### config.mk
export PLATFORM = sky130hd
export DESIGN_NAME = postfix_expression_evaluator_core
export DESIGN_NICKNAME = d
export VERILOG_FILES = /design/src/pfxev_pkg.sv /design/src/postfix_expression_evaluator_core.sv /design/src/pfxev_div.sv /design/src/pfxev_dpath.sv /design/src/pfxev_ctrl.sv
export SDC_FILE = /design/constraint.sdc
export NUM_CORES = 2
export LEC_CHECK = 0
export ABC_AREA = 1
export BUFFER_PORTS_ARGS = -buffer_cell sky130_fd_sc_hd__buf_2
export CORE_MARGIN = 2
export CORE_UTILIZATION = 40
export DETAILED_ROUTE_END_ITERATION = 8
export GPL_ROUTABILITY_DRIVEN = 0
export GPL_TIMING_DRIVEN = 0
export PLACE_DENSITY = 0.61
export SETUP_SLACK_MARGIN = 0.15
export SLEW_MARGIN = 10
export SYNTH_ARGS = -nofsm -noshare
export SYNTH_HDL_FRONTEND = slang
export SYNTH_SLANG_ARGS = --single-unit
### constraint.sdc
create_clock -name clock -period 13.6 [get_ports clock]
set_input_delay 0 -clock clock [delete_from_list [all_inputs] [get_ports clock]]
set_output_delay 0 -clock clock [all_outputs]
set_load 0.02 [all_outputs]
### src/pfxev_pkg.sv
// ----------------------------------------------------------------------------
// Postfix evaluator package
// Shared types, character codes and the symbol decoder used by the
// controller and the datapath of the postfix expression evaluator.
// ----------------------------------------------------------------------------
package pfxev_pkg;

   // Width of an operand and of the result value.
   localparam int DATA_W    = 32;
   localparam int DIV_CNT_W = $clog2(DATA_W);

   // ASCII codes that the evaluator recognizes.
   localparam logic [7:0] CH_ZERO  = 8'h30;
   localparam logic [7:0] CH_NINE  = 8'h39;
   localparam logic [7:0] CH_SPACE = 8'h20;
   localparam logic [7:0] CH_PLUS  = 8'h2B;
   localparam logic [7:0] CH_MINUS = 8'h2D;
   localparam logic [7:0] CH_STAR  = 8'h2A;
   localparam logic [7:0] CH_SLASH = 8'h2F;

   // Completion codes reported with each result.
   typedef enum logic [2:0] {
      ST_OK        = 3'd0,
      ST_UNDERFLOW = 3'd1,
      ST_DIVZERO   = 3'd2,
      ST_UNKNOWN   = 3'd3,
      ST_OVERFLOW  = 3'd4,
      ST_EMPTY     = 3'd5
   } status_type;

   // Class of an incoming character.
   typedef enum logic [2:0] {
      SC_SPACE,
      SC_DIGIT,
      SC_ADD,
      SC_SUB,
      SC_MUL,
      SC_DIV,
      SC_OTHER
   } sym_class_type;

   // Commands from the controller to the datapath.
   typedef struct packed {
      logic          push;
      logic          set_err;
      status_type    err_code;
      logic          emit;
      logic          div_start;
      logic          commit;
      sym_class_type op;
   } pfxev_cmd_type;

   // Status from the datapath to the controller.
   typedef struct packed {
      sym_class_type sym_class;
      logic          err_active;
      logic          sp_lt2;
      logic          sp_full;
      logic          tos_zero;
      logic          div_busy;
      logic          div_done;
   } pfxev_stat_type;

   // Sort a character into its class.
   function automatic sym_class_type classify(input logic [7:0] c);
      sym_class_type cls;
      priority if (c == CH_SPACE)                 cls = SC_SPACE;
      else if (c >= CH_ZERO && c <= CH_NINE)      cls = SC_DIGIT;
      else if (c == CH_PLUS)                      cls = SC_ADD;
      else if (c == CH_MINUS)                     cls = SC_SUB;
      else if (c == CH_STAR)                      cls = SC_MUL;
      else if (c == CH_SLASH)                     cls = SC_DIV;
      else                                        cls = SC_OTHER;
      return cls;
   endfunction

endpackage

### src/postfix_expression_evaluator_core.sv
// Space, digit, error and end characters are handled in the idle state; + - *
// also pass through the execute state, and / then waits in the bit-serial divider.
// No new character is taken until the previous one is finished; / takes longest.
// A result is presented the cycle after its end item is transferred.
// Reset clears the stack pointer, the error latch and the result valid flag;
// stack entries are undefined until written and need no clearing pass.
// ----------------------------------------------------------------------------
// Postfix expression evaluator core
// Evaluates an ASCII postfix expression one character per transfer and
// returns the value and a status code on each end item.
// ----------------------------------------------------------------------------
module postfix_expression_evaluator_core #(
   parameter int STACK_DEPTH = 32
) (
   input  logic               clock,
   input  logic               reset,
   input  logic               req_valid,
   output logic               req_ready,
   input  logic [7:0]         req_symbol,
   input  logic               req_end_marker,
   output logic               rsp_valid,
   input  logic               rsp_ready,
   output logic signed [31:0] rsp_value,
   output logic [2:0]         rsp_status
);
   import pfxev_pkg::*;

   pfxev_cmd_type  cmd;
   pfxev_stat_type stat;

   pfxev_ctrl u_ctrl (
      .clock          (clock),
      .reset          (reset),
      .req_valid      (req_valid),
      .req_ready      (req_ready),
      .req_end_marker (req_end_marker),
      .rsp_valid      (rsp_valid),
      .rsp_ready      (rsp_ready),
      .stat           (stat),
      .cmd            (cmd)
   );

   pfxev_dpath #(
      .STACK_DEPTH (STACK_DEPTH)
   ) u_dpath (
      .clock      (clock),
      .reset      (reset),
      .req_symbol (req_symbol),
      .cmd        (cmd),
      .stat       (stat),
      .rsp_value  (rsp_value),
      .rsp_status (rsp_status)
   );

   // An end item always yields a result in the next cycle.
   assert property (@(posedge clock) disable iff (reset)
      (req_valid && req_ready && req_end_marker) |=> rsp_valid)
      else $error("end item did not produce a result");

   // Other items never create a result.
   assert property (@(posedge clock) disable iff (reset)
      (req_valid && req_ready && !req_end_marker && !rsp_valid) |=> !rsp_valid)
      else $error("result appeared without an end item");

   // Any nonzero status carries a zero value.
   assert property (@(posedge clock) disable iff (reset)
      (rsp_valid && rsp_status != ST_OK) |-> (rsp_value == '0))
      else $error("error result with nonzero value");

   // No character is taken while the divider runs.
   assert property (@(posedge clock) disable iff (reset)
      stat.div_busy |-> !req_ready)
      else $error("input accepted during division");

endmodule

### src/pfxev_div.sv
// ----------------------------------------------------------------------------
// Postfix evaluator divider
// Restoring signed divider, one quotient bit per cycle, truncating toward
// zero with two's complement wrap of the quotient.
// ----------------------------------------------------------------------------
module pfxev_div (
   input  logic        clock,
   input  logic        reset,
   input  logic        start,
   input  logic [31:0] dividend,
   input  logic [31:0] divisor,
   output logic        busy,
   output logic        done,
   output logic [31:0] quotient
);
   import pfxev_pkg::*;

   logic                 busy_ff, busy_in;
   logic                 done_ff, done_in;
   logic [DIV_CNT_W-1:0] cnt_ff, cnt_in;
   logic [DATA_W-1:0]    rem_ff, rem_in;
   logic [DATA_W-1:0]    quo_ff, quo_in;
   logic [DATA_W-1:0]    dsr_ff, dsr_in;
   logic                 neg_ff, neg_in;
   logic [DATA_W:0]      shifted;
   logic [DATA_W:0]      diff;
   logic [DATA_W-1:0]    lmag;
   logic [DATA_W-1:0]    rmag;

   // Operand magnitudes and one trial subtraction per cycle.
   always_comb begin
      lmag    = dividend[DATA_W-1] ? (DATA_W'(0) - dividend) : dividend;
      rmag    = divisor[DATA_W-1]  ? (DATA_W'(0) - divisor)  : divisor;
      shifted = {rem_ff, quo_ff[DATA_W-1]};
      diff    = shifted - {1'b0, dsr_ff};
   end

   // Iteration control.
   always_comb begin
      busy_in = busy_ff;
      done_in = 1'b0;
      cnt_in  = cnt_ff;
      rem_in  = rem_ff;
      quo_in  = quo_ff;
      dsr_in  = dsr_ff;
      neg_in  = neg_ff;
      if (start) begin
         busy_in = 1'b1;
         cnt_in  = '0;
         rem_in  = '0;
         quo_in  = lmag;
         dsr_in  = rmag;
         neg_in  = dividend[DATA_W-1] ^ divisor[DATA_W-1];
      end else if (busy_ff) begin
         rem_in = diff[DATA_W] ? shifted[DATA_W-1:0] : diff[DATA_W-1:0];
         quo_in = {quo_ff[DATA_W-2:0], ~diff[DATA_W]};
         cnt_in = cnt_ff + DIV_CNT_W'(1);
         if (cnt_ff == DIV_CNT_W'(DATA_W - 1)) begin
            busy_in = 1'b0;
            done_in = 1'b1;
         end
      end
   end

   always_ff @(posedge clock) begin
      if (reset) begin
         busy_ff <= 1'b0;
         done_ff <= 1'b0;
      end else begin
         busy_ff <= busy_in;
         done_ff <= done_in;
      end
      cnt_ff <= cnt_in;
      rem_ff <= rem_in;
      quo_ff <= quo_in;
      dsr_ff <= dsr_in;
      neg_ff <= neg_in;
   end

   assign busy     = busy_ff;
   assign done     = done_ff;
   assign quotient = neg_ff ? (DATA_W'(0) - quo_ff) : quo_ff;

endmodule

### src/pfxev_dpath.sv
// ----------------------------------------------------------------------------
// Postfix evaluator datapath
// Operand stack with the top entry held in a register, stack pointer,
// error latch, arithmetic unit, divider and the result register.
// ----------------------------------------------------------------------------
module pfxev_dpath #(
   parameter int STACK_DEPTH = 32
) (
   input  logic                     clock,
   input  logic                     reset,
   input  logic [7:0]               req_symbol,
   input  pfxev_pkg::pfxev_cmd_type cmd,
   output pfxev_pkg::pfxev_stat_type stat,
   output logic signed [31:0]       rsp_value,
   output logic [2:0]               rsp_status
);
   import pfxev_pkg::*;

   localparam int AW  = (STACK_DEPTH > 1) ? $clog2(STACK_DEPTH) : 1;
   localparam int SPW = $clog2(STACK_DEPTH + 1);

   // Entries below the top of stack; the top lives in tos_ff.
   logic [DATA_W-1:0] stack_mem_ff [STACK_DEPTH];
   logic [DATA_W-1:0] rd_data_ff;
   logic [DATA_W-1:0] tos_ff, tos_in;
   logic [SPW-1:0]    sp_ff, sp_in;
   status_type        err_ff, err_in;
   logic [DATA_W-1:0] value_ff, value_in;
   status_type        status_ff, status_in;
   logic [SPW-1:0]    sp_dec;
   logic [SPW-1:0]    sp_dec2;
   logic [AW-1:0]     wr_addr;
   logic [AW-1:0]     rd_addr;
   logic [7:0]        digit;
   logic [DATA_W-1:0] alu_res;
   logic [DATA_W-1:0] div_q;
   logic              div_busy;
   logic              div_done;

   assign sp_dec  = sp_ff - SPW'(1);
   assign sp_dec2 = sp_ff - SPW'(2);
   assign wr_addr = sp_dec[AW-1:0];
   assign rd_addr = sp_dec2[AW-1:0];
   assign digit   = req_symbol - CH_ZERO;

   // Second entry from the top is read into a register for the operators.
   always_ff @(posedge clock) begin
      rd_data_ff <= stack_mem_ff[rd_addr];
      if (cmd.push && sp_ff != '0) begin
         stack_mem_ff[wr_addr] <= tos_ff;
      end
   end

   pfxev_div u_div (
      .clock    (clock),
      .reset    (reset),
      .start    (cmd.div_start),
      .dividend (rd_data_ff),
      .divisor  (tos_ff),
      .busy     (div_busy),
      .done     (div_done),
      .quotient (div_q)
   );

   // Result of the operator: left operand from memory, right from the top.
   always_comb begin
      unique case (cmd.op)
         SC_ADD:  alu_res = rd_data_ff + tos_ff;
         SC_SUB:  alu_res = rd_data_ff - tos_ff;
         SC_MUL:  alu_res = rd_data_ff * tos_ff;
         SC_DIV:  alu_res = div_q;
         default: alu_res = tos_ff;
      endcase
   end

   // Stack pointer, top of stack, error latch and result register.
   always_comb begin
      tos_in    = tos_ff;
      sp_in     = sp_ff;
      err_in    = err_ff;
      value_in  = value_ff;
      status_in = status_ff;
      if (cmd.push) begin
         tos_in = {{(DATA_W-8){1'b0}}, digit};
         sp_in  = sp_ff + SPW'(1);
      end
      if (cmd.commit) begin
         tos_in = alu_res;
         sp_in  = sp_dec;
      end
      if (cmd.set_err) begin
         err_in = cmd.err_code;
      end
      if (cmd.emit) begin
         if (err_ff != ST_OK) begin
            status_in = err_ff;
            value_in  = '0;
         end else if (sp_ff == '0) begin
            status_in = ST_EMPTY;
            value_in  = '0;
         end else begin
            status_in = ST_OK;
            value_in  = tos_ff;
         end
         sp_in  = '0;
         err_in = ST_OK;
      end
   end

   always_ff @(posedge clock) begin
      if (reset) begin
         sp_ff  <= '0;
         err_ff <= ST_OK;
      end else begin
         sp_ff  <= sp_in;
         err_ff <= err_in;
      end
      tos_ff    <= tos_in;
      value_ff  <= value_in;
      status_ff <= status_in;
   end

   // Status toward the controller.
   always_comb begin
      stat.sym_class  = classify(req_symbol);
      stat.err_active = (err_ff != ST_OK);
      stat.sp_lt2     = (sp_ff < SPW'(2));
      stat.sp_full    = (sp_ff == SPW'(STACK_DEPTH));
      stat.tos_zero   = (tos_ff == '0);
      stat.div_busy   = div_busy;
      stat.div_done   = div_done;
   end

   assign rsp_value  = value_ff;
   assign rsp_status = status_ff;

endmodule

### src/pfxev_ctrl.sv
// ----------------------------------------------------------------------------
// Postfix evaluator controller
// Accepts characters, decides push, operator or error, sequences the
// arithmetic and the divider, and owns the result valid flag.
// ----------------------------------------------------------------------------
module pfxev_ctrl (
   input  logic                      clock,
   input  logic                      reset,
   input  logic                      req_valid,
   output logic                      req_ready,
   input  logic                      req_end_marker,
   output logic                      rsp_valid,
   input  logic                      rsp_ready,
   input  pfxev_pkg::pfxev_stat_type stat,
   output pfxev_pkg::pfxev_cmd_type  cmd
);
   import pfxev_pkg::*;

   typedef enum logic [1:0] {
      S_IDLE,
      S_EXEC,
      S_DIVW
   } state_type;

   state_type     state_ff, state_in;
   sym_class_type op_ff, op_in;
   logic          rsp_valid_ff, rsp_valid_in;
   logic          accept;

   // A result waiting at the output only holds back the next end item.
   assign req_ready = (state_ff == S_IDLE) &&
                      (!rsp_valid_ff || rsp_ready || !req_end_marker);
   assign accept    = req_valid && req_ready;

   // Next state and commands.
   always_comb begin
      state_in     = state_ff;
      op_in        = op_ff;
      rsp_valid_in = rsp_valid_ff && !rsp_ready;
      cmd          = '0;
      cmd.err_code = ST_OK;
      cmd.op       = op_ff;
      unique case (state_ff)
         S_IDLE: begin
            if (accept) begin
               if (req_end_marker) begin
                  cmd.emit     = 1'b1;
                  rsp_valid_in = 1'b1;
               end else if (!stat.err_active) begin
                  if (stat.sym_class == SC_SPACE) begin
                     // Spaces change nothing.
                  end else if (stat.sym_class == SC_DIGIT) begin
                     if (stat.sp_full) begin
                        cmd.set_err  = 1'b1;
                        cmd.err_code = ST_OVERFLOW;
                     end else begin
                        cmd.push = 1'b1;
                     end
                  end else if (stat.sp_lt2) begin
                     cmd.set_err  = 1'b1;
                     cmd.err_code = ST_UNDERFLOW;
                  end else if (stat.sym_class == SC_OTHER) begin
                     cmd.set_err  = 1'b1;
                     cmd.err_code = ST_UNKNOWN;
                  end else if (stat.sym_class == SC_DIV && stat.tos_zero) begin
                     cmd.set_err  = 1'b1;
                     cmd.err_code = ST_DIVZERO;
                  end else begin
                     op_in    = stat.sym_class;
                     state_in = S_EXEC;
                  end
               end
            end
         end
         S_EXEC: begin
            // Left operand is now in the read register.
            if (op_ff == SC_DIV) begin
               cmd.div_start = 1'b1;
               state_in      = S_DIVW;
            end else begin
               cmd.commit = 1'b1;
               state_in   = S_IDLE;
            end
         end
         S_DIVW: begin
            if (stat.div_done) begin
               cmd.commit = 1'b1;
               state_in   = S_IDLE;
            end
         end
         default: state_in = S_IDLE;
      endcase
   end

   always_ff @(posedge clock) begin
      if (reset) begin
         state_ff     <= S_IDLE;
         op_ff        <= SC_SPACE;
         rsp_valid_ff <= 1'b0;
      end else begin
         state_ff     <= state_in;
         op_ff        <= op_in;
         rsp_valid_ff <= rsp_valid_in;
      end
   end

   assign rsp_valid = rsp_valid_ff;

endmodule
**After elaboration in Yosys (flattened, before gate mapping)**

Memory sizes are Yosys's and may differ from the RTL's. A register that Yosys moved wholly into a read port is not among the register bits.
Cells that the tools add are included.

- Flip-flop bits (word level): 186
- Bits in latches: 0
- Bits in writable memories: 1024
- Memory bits (read-only): 0
- Bits of input ports: 13
- Output and inout bits: 37
- Word-level logic and storage cells: 150
- Memories: 1

- Add/subtract/negate cells: 11
- Multipliers: 1
- Div/mod/pow operators: 0
- Order comparisons: 3
- Eq/ne operators: 26
- Shifts and indexed selects: 0
- Muxes and demuxes: 57
- Bitwise logic cells: 10
- Reductions and logical operators: 25

Memory list:

| memory | words | width | rd ports | clocked after Yosys merged registers in | write ports | RTL line | source |
|---|---|---|---|---|---|---|---|
| u_dpath.stack_mem_ff | 32 | 32 | 1 | 1 | 1 | pfxev_dpath.sv:23 | `logic [DATA_W-1:0] stack_mem_ff [STACK_DEPTH];` |

Operators with widths:

| operator | count |
|---|---|
| two-way mux 32 bit | 7 |
| case mux 32 bit (4 select lines) | 1 |
| subtractor 1 x 32 -> 32 bit (first input constant) | 3 |
| equality test 8 x 6 -> 1 bit (second input constant) | 5 |
| subtractor 33 x 32 -> 33 bit | 1 |
| adder 32 bit | 1 |
| logical NOT 32 bit | 1 |
| multiplier 32 x 32 -> 32 bit | 1 |
| subtractor 32 bit | 1 |
| two-way mux 31 bit | 1 |
| two-way mux 6 bit | 4 |
| two-way mux 2 bit | 11 |
| two-way mux 3 bit | 7 |
| two-way mux 4 bit | 5 |
| AND reduction 9 bit | 2 |
| two-way mux 1 bit | 16 |
| two-way mux 5 bit | 3 |
| inequality test 2 bit (second input constant) | 7 |
| equality test 3 bit (second input constant) | 4 |
| NOT 1 bit | 9 |
| >= comparator 8 x 6 -> 1 bit (second input constant) | 1 |
| <= comparator 8 x 6 -> 1 bit (second input constant) | 1 |
| subtractor 8 x 6 -> 8 bit (second input constant) | 1 |
| adder 6 x 1 -> 6 bit (second input constant) | 1 |
| 27 further kinds | 39 |

**Depth between registers and ports, before layout**

- Depth in word-level cells: 21
- Gate-level depth with buffers: 34
- Mapped depth without buffers: 32

**Modules after synthesis**

From an unflattened synthesis, not the netlist that was laid out.

- Cells, all modules: 7547
- Area total of the unflattened synthesis: 73188.9 um2

Modules (own cells, without submodules):

| module | instances | cells an instance | area an instance (um2) | seq. area each (um2) |
|---|---|---|---|---|
| pfxev_dpath | 1 | 6031 | 63423.3 | 33582.2 |
| pfxev_div | 1 | 1445 | 9267.6 | 2732.6 |
| pfxev_ctrl | 1 | 71 | 498.0 | 120.1 |

**Worst setup path before layout**

No wires, ideal clock.

- Path type: reg-to-reg
- Start point: reg u_dpath.tos_ff[7]
- End point: reg u_dpath.tos_ff[27], data pin
- Library setup time: 0.267 ns
- Data arrival time: 7.049 ns
- Required time: 13.333 ns
- Slack: 6.284 ns
- Cell stages (with the launch flop): 31
- Path buffers: 2
- Clock period less this slack: 7.316 ns
- Cells stage by stage: edfxtp_1 -> clkbuf_1 -> clkbuf_1 -> nand2_1 -> inv_1 -> fa_1 -> fa_1 -> fa_1 -> inv_1 -> fa_1 -> inv_1 -> fa_1 -> inv_1 -> fa_1 -> inv_1 -> fa_1 -> fa_1 -> ha_1 -> nand2_1 -> nor2_1 -> nor3b_1 -> nand4_1 -> nand3_1 -> a21o_1 -> nand2_1 -> nand2_1 -> a21oi_1 -> o21ai_0 -> nand2_1 -> nor2_1 -> nor2_1

- Longest elaborated chain between the ends: 3

Ends and longest elaborated chain:

| what | RTL line | source |
|---|---|---|
| from (decl) | pfxev_dpath.sv:25 | `logic [DATA_W-1:0] tos_ff, tos_in;` |
| from (signal assigned) | pfxev_dpath.sv:118 | `tos_ff <= tos_in;` |
| multiplier 32 x 32 -> 32 bit (tied with other cells) | pfxev_dpath.sv:70 | `SC_MUL: alu_res = rd_data_ff * tos_ff;` |
| case mux 32 bit (4 select lines) * | pfxev_dpath.sv:67 | `unique case (cmd.op)` |
| two-way mux 32 bit * | pfxev_dpath.sv:87 | `if (cmd.commit) begin` |

Every way passes the cells marked *; elsewhere a longest branch is shown, timed or not.
A chain may end at the register's enable or synchronous reset.

**Final worst setup path**

- Start point: reg u_dpath.tos_ff[10]
- End point: reg u_dpath.tos_ff[24], data pin

The elaborated chain is that of the path after synthesis.

==> results.json <==
{
  "ir_drop_uv": 543,
  "cts_root_buffer": "clkbuf_16",
  "setup_viol": 0,
  "cts_buffers": 118,
  "ys_types": 62,
  "clk_pin_slew_ps": 70,
  "hpwl_um": 187000,
  "worstMarginPinSlew_ps": 1350,
  "maxCapViolCount": 0,
  "pre_cts_ws_ps": 4250,
  "clk_latency_ps": 810,
  "critPathMaxFanout": 13,
  "start_util_pct": 40.2,
  "io_pins": 50,
  "synth.largest_area_cell": "edfxtp_1",
  "synth_edf_count": 1156,
  "drt-initial-drc-count": 7718,
  "fillers": 16600,
  "crit_path_max_incr_delay_ps": 930,
  "period_minus_slack_ps": 9630,
  "vias_per_cell": 5.69,
  "critical_path_required_ps": 14070,
  "die_w_um": 427,
  "ant_nets": 0,
  "synth_nets": 7788,
  "grt_max_degree": 42,
  "grt_setup_unrepaired": "false",
  "path_depth": 26,
  "start_kind": "flip-flop",
  "synthFlopType": "edfxtp_1",
  "worstSetupPathType": "reg -> reg",
  "core_region_area_mm2": 0.178,
  "htreeDepth": 3,
  "path_delay_family": "adder cells",
  "holdPathStages": 4,
  "ys_seq_elements": 1242,
  "cts_resized": 0,
  "drive_gt1_share_pct": 6.20,
  "track_usage_pct": 27.2,
  "maxSlewHeadroom_pct": 10.3,
  "cts.sinks": 1242,
  "clock_skew_ps": 113,
  "leakagePower_uw": 0.0331,
  "placedInstanceArea_mm2": 0.0773,
  "post_cts_buffers": 0,
  "async_reset_ff_share_pct": 0,
  "syn_inst": 7159,
  "io_buffers": 49,
  "fin_setup_tns_ps": 0,
  "die_area_mm2": 0.182,
  "fmax_mhz": 104,
  "final_cells": 9897,
  "slew_viol_final": 0,
  "antenna_found_initial": 22,
  "drc": 0,
  "synthTopCellsByArea": "edfxtp_1, fa_1, nand2_1",
  "die_height_um": 427,
  "yosys.area.top_type_share_pct": 48.5,
  "avgSynthCellArea_um2": 10.0,
  "crit_path_frequent_cell": "fa_1",
  "slowest_stage": "edfxtp_1",
  "vias": 56300,
  "r2r_cells": 26,
  "hp-class": "in -> reg",
  "tritoncts": "done",
  "p_per_area_mw_per_mm2": 182,
  "arrival_ps": 10100,
  "final_cell_area_mm2": 0.0812,
  "gr-total-overflow": 0,
  "area_delta_synth_final_pct": 13.4,
  "status": "finished, final reports clean",
  "worst_slack_ps": 3970,
  "drt_wl_total_um": 250000,
  "total_power_uw": 14800,
  "cp-end-kind": "flip-flop",
  "ys_seq_area_share_pct": 50.9,
  "firstDrtPassIters": 7,
  "final-hold-violation-count": 0,
  "grt_pass1_vias": 53900,
  "dp.cells": 9657,
  "rows": 155,
  "detail_route.wl_per_cell_um": 25.3,
  "crit_buf_inv": 7,
  "grt_first_pass_wirelength_um": 363000,
  "nNetsFinal": 8068,
  "fin_crit_sh_pct": 70.8,
  "yosys_warnings": 0,
  "synth.cell_area_mm2": 0.0716,
  "clockBufferDepth": 3
}
-- worst reg2reg max path, delay by kind of cell (launching register included) --
kind / cells / cell delay, ps
AOI/OAI and AO/OA: 4 / 1000
adders and majority gates: 9 / 4300
buffers and inverters: 7 / 1980
DFF: 1 / 930
and+or+nand+nor: 6 / 1130
-- flip-flops by register name (all words and copies together) (netlist names) --
signal and count:
u_ctrl.op_ff 3, u_ctrl.rsp_valid 1, u_ctrl.state_ff 2, u_dpath.err_ff 3, u_dpath.rd_data_ff 32, u_dpath.rsp_status 3
u_dpath.rsp_value 32, u_dpath.sp_ff 6, u_dpath.stack_mem_ff 1024, u_dpath.tos_ff 32, u_dpath.u_div.busy 1, u_dpath.u_div.cnt_ff 5
u_dpath.u_div.done 1, u_dpath.u_div.dsr_ff 32, u_dpath.u_div.neg_ff 1, u_dpath.u_div.quo_ff 32, u_dpath.u_div.rem_ff 32
-- layer usage --
layer / GRT usage, % / wire (µm) / vias up / share of wire, %
li1: - / - / 24600 / -
met1: 35.8 / 95900 / 27600 / 38
met2: 40.9 / 108000 / 3374 / 43
met3: 7.17 / 29100 / 715 / 12
met4: 15.0 / 16700 / 22 / 6.7
met5: 0 / 172 / - / 0.069
-- through the flow --
stage | util (%) | hold slack [ps]
finish | 45.6 | 231
global route | 45.6 | 252
CTS | 45.6 | 188
detailed placement | 43.4 | 275
global placement | 42.0 | 258
floorplan | - | 69.1
-- cell usage in the layout (no fill, tap or decap), types with 17 or more instances in the layout --
cell type | synthesis | final
nor2_1 | 845 | 812
ha_1 | 206 | 206
clkbuf_16 | 0 | 118
xnor2_1 | 39 | 39
clkinv_1 | 2 | 27
inv_1 | 1026 | 1026
o21ai_0 | 794 | 794
nor4_1 | 22 | 22
nand3_1 | 233 | 233
nor2_4 | 3 | 37
a21oi_1 | 186 | 186
clkbuf_1 | 310 | 343
nand2_1 | 1083 | 1083
buf_12 | 0 | 21
buf_1 | 48 | 48
o221ai_1 | 195 | 195
nand4_1 | 24 | 24
o21ai_1 | 29 | 29
dlygate4sd3_1 | 0 | 17
o22ai_1 | 69 | 69
a31oi_1 | 49 | 48
buf_16 | 0 | 56
dfxtp_1 | 86 | 86
buf_2 | 40 | 89
a32oi_1 | 33 | 33
nor3_1 | 28 | 28
xor2_1 | 75 | 75
buf_8 | 0 | 17
edfxtp_1 | 1156 | 1156
fa_1 | 410 | 410
clkinv_2 | 3 | 18
-- Yosys cell counts, drive strengths merged, types with 86 or more instances --
cell    number
a21oi      190
buf         96
clkbuf     310
dfxtp       86
edfxtp    1156
fa         410
ha         206
inv       1036
nand2     1091
nand3      238
nor2       859
o21ai      832
o221ai     195
-- layout make-up --
class	count	area (µm²)	share of cell area (%)
diodes	4	10.0	0.0123
plain buffers	406	1630	2.01
clock buffers	161	3190	3.93
clock inverters	58	574	0.707
inverters	1041	3910	4.82
multi-input cells	4470	29900	36.8
flip-flops and latches	1242	36400	44.9
well taps	2355	2950	3.63
repair buffers	160	2630	3.24
-- cells by family (layout without fill, tap and decap cells) --
| kind of cell | after synthesis | in the layout | synth area share, % |
|---|---|---|---|
| AND/OR/NAND/NOR | 2303 | 2303 | 13.1 |
| buffers and inverters | 1447 | 1826 | 7.74 |
| AO/OA/AOI/OAI | 1436 | 1436 | 11.8 |
| flip-flops | 1242 | 1242 | 50.9 |
| adder cells (fa/ha/maj) | 616 | 616 | 15.1 |
| XOR/XNOR | 115 | 115 | 1.42 |
| other | 0 | 4 | 0 |
-- what timing repair did --
| item | in CTS | in global routing |
|---|---|---|
| hold buffers | 17 | 0 |
| endpoints found under the setup margin | 0 | 0 |
| endpoints found under the hold margin | 38 | 0 |
-- worst paths after layout --
path / start / end / slack [ps]
worst max-delay path: u_dpath.tos_ff[10] / u_dpath.tos_ff[24] / 3970
worst min-delay path: reset / u_dpath.u_div.busy / 230
worst max register to register: u_dpath.tos_ff[10] / u_dpath.tos_ff[24] / 3970
worst min register to register: u_dpath.u_div.rem_ff[26] / u_dpath.u_div.rem_ff[26] / 480
-- power breakdown --
group / internal (µW) / leakage [µW] / switching [µW] / total [µW]
logic: 2580 / 0.0201 / 4750 / 7320
registers: 4140 / 0.0112 / 37.1 / 4180
clock network: 1750 / 0.00181 / 1510 / 3260
No activity file was read; power rests on OpenSTA's default activity.
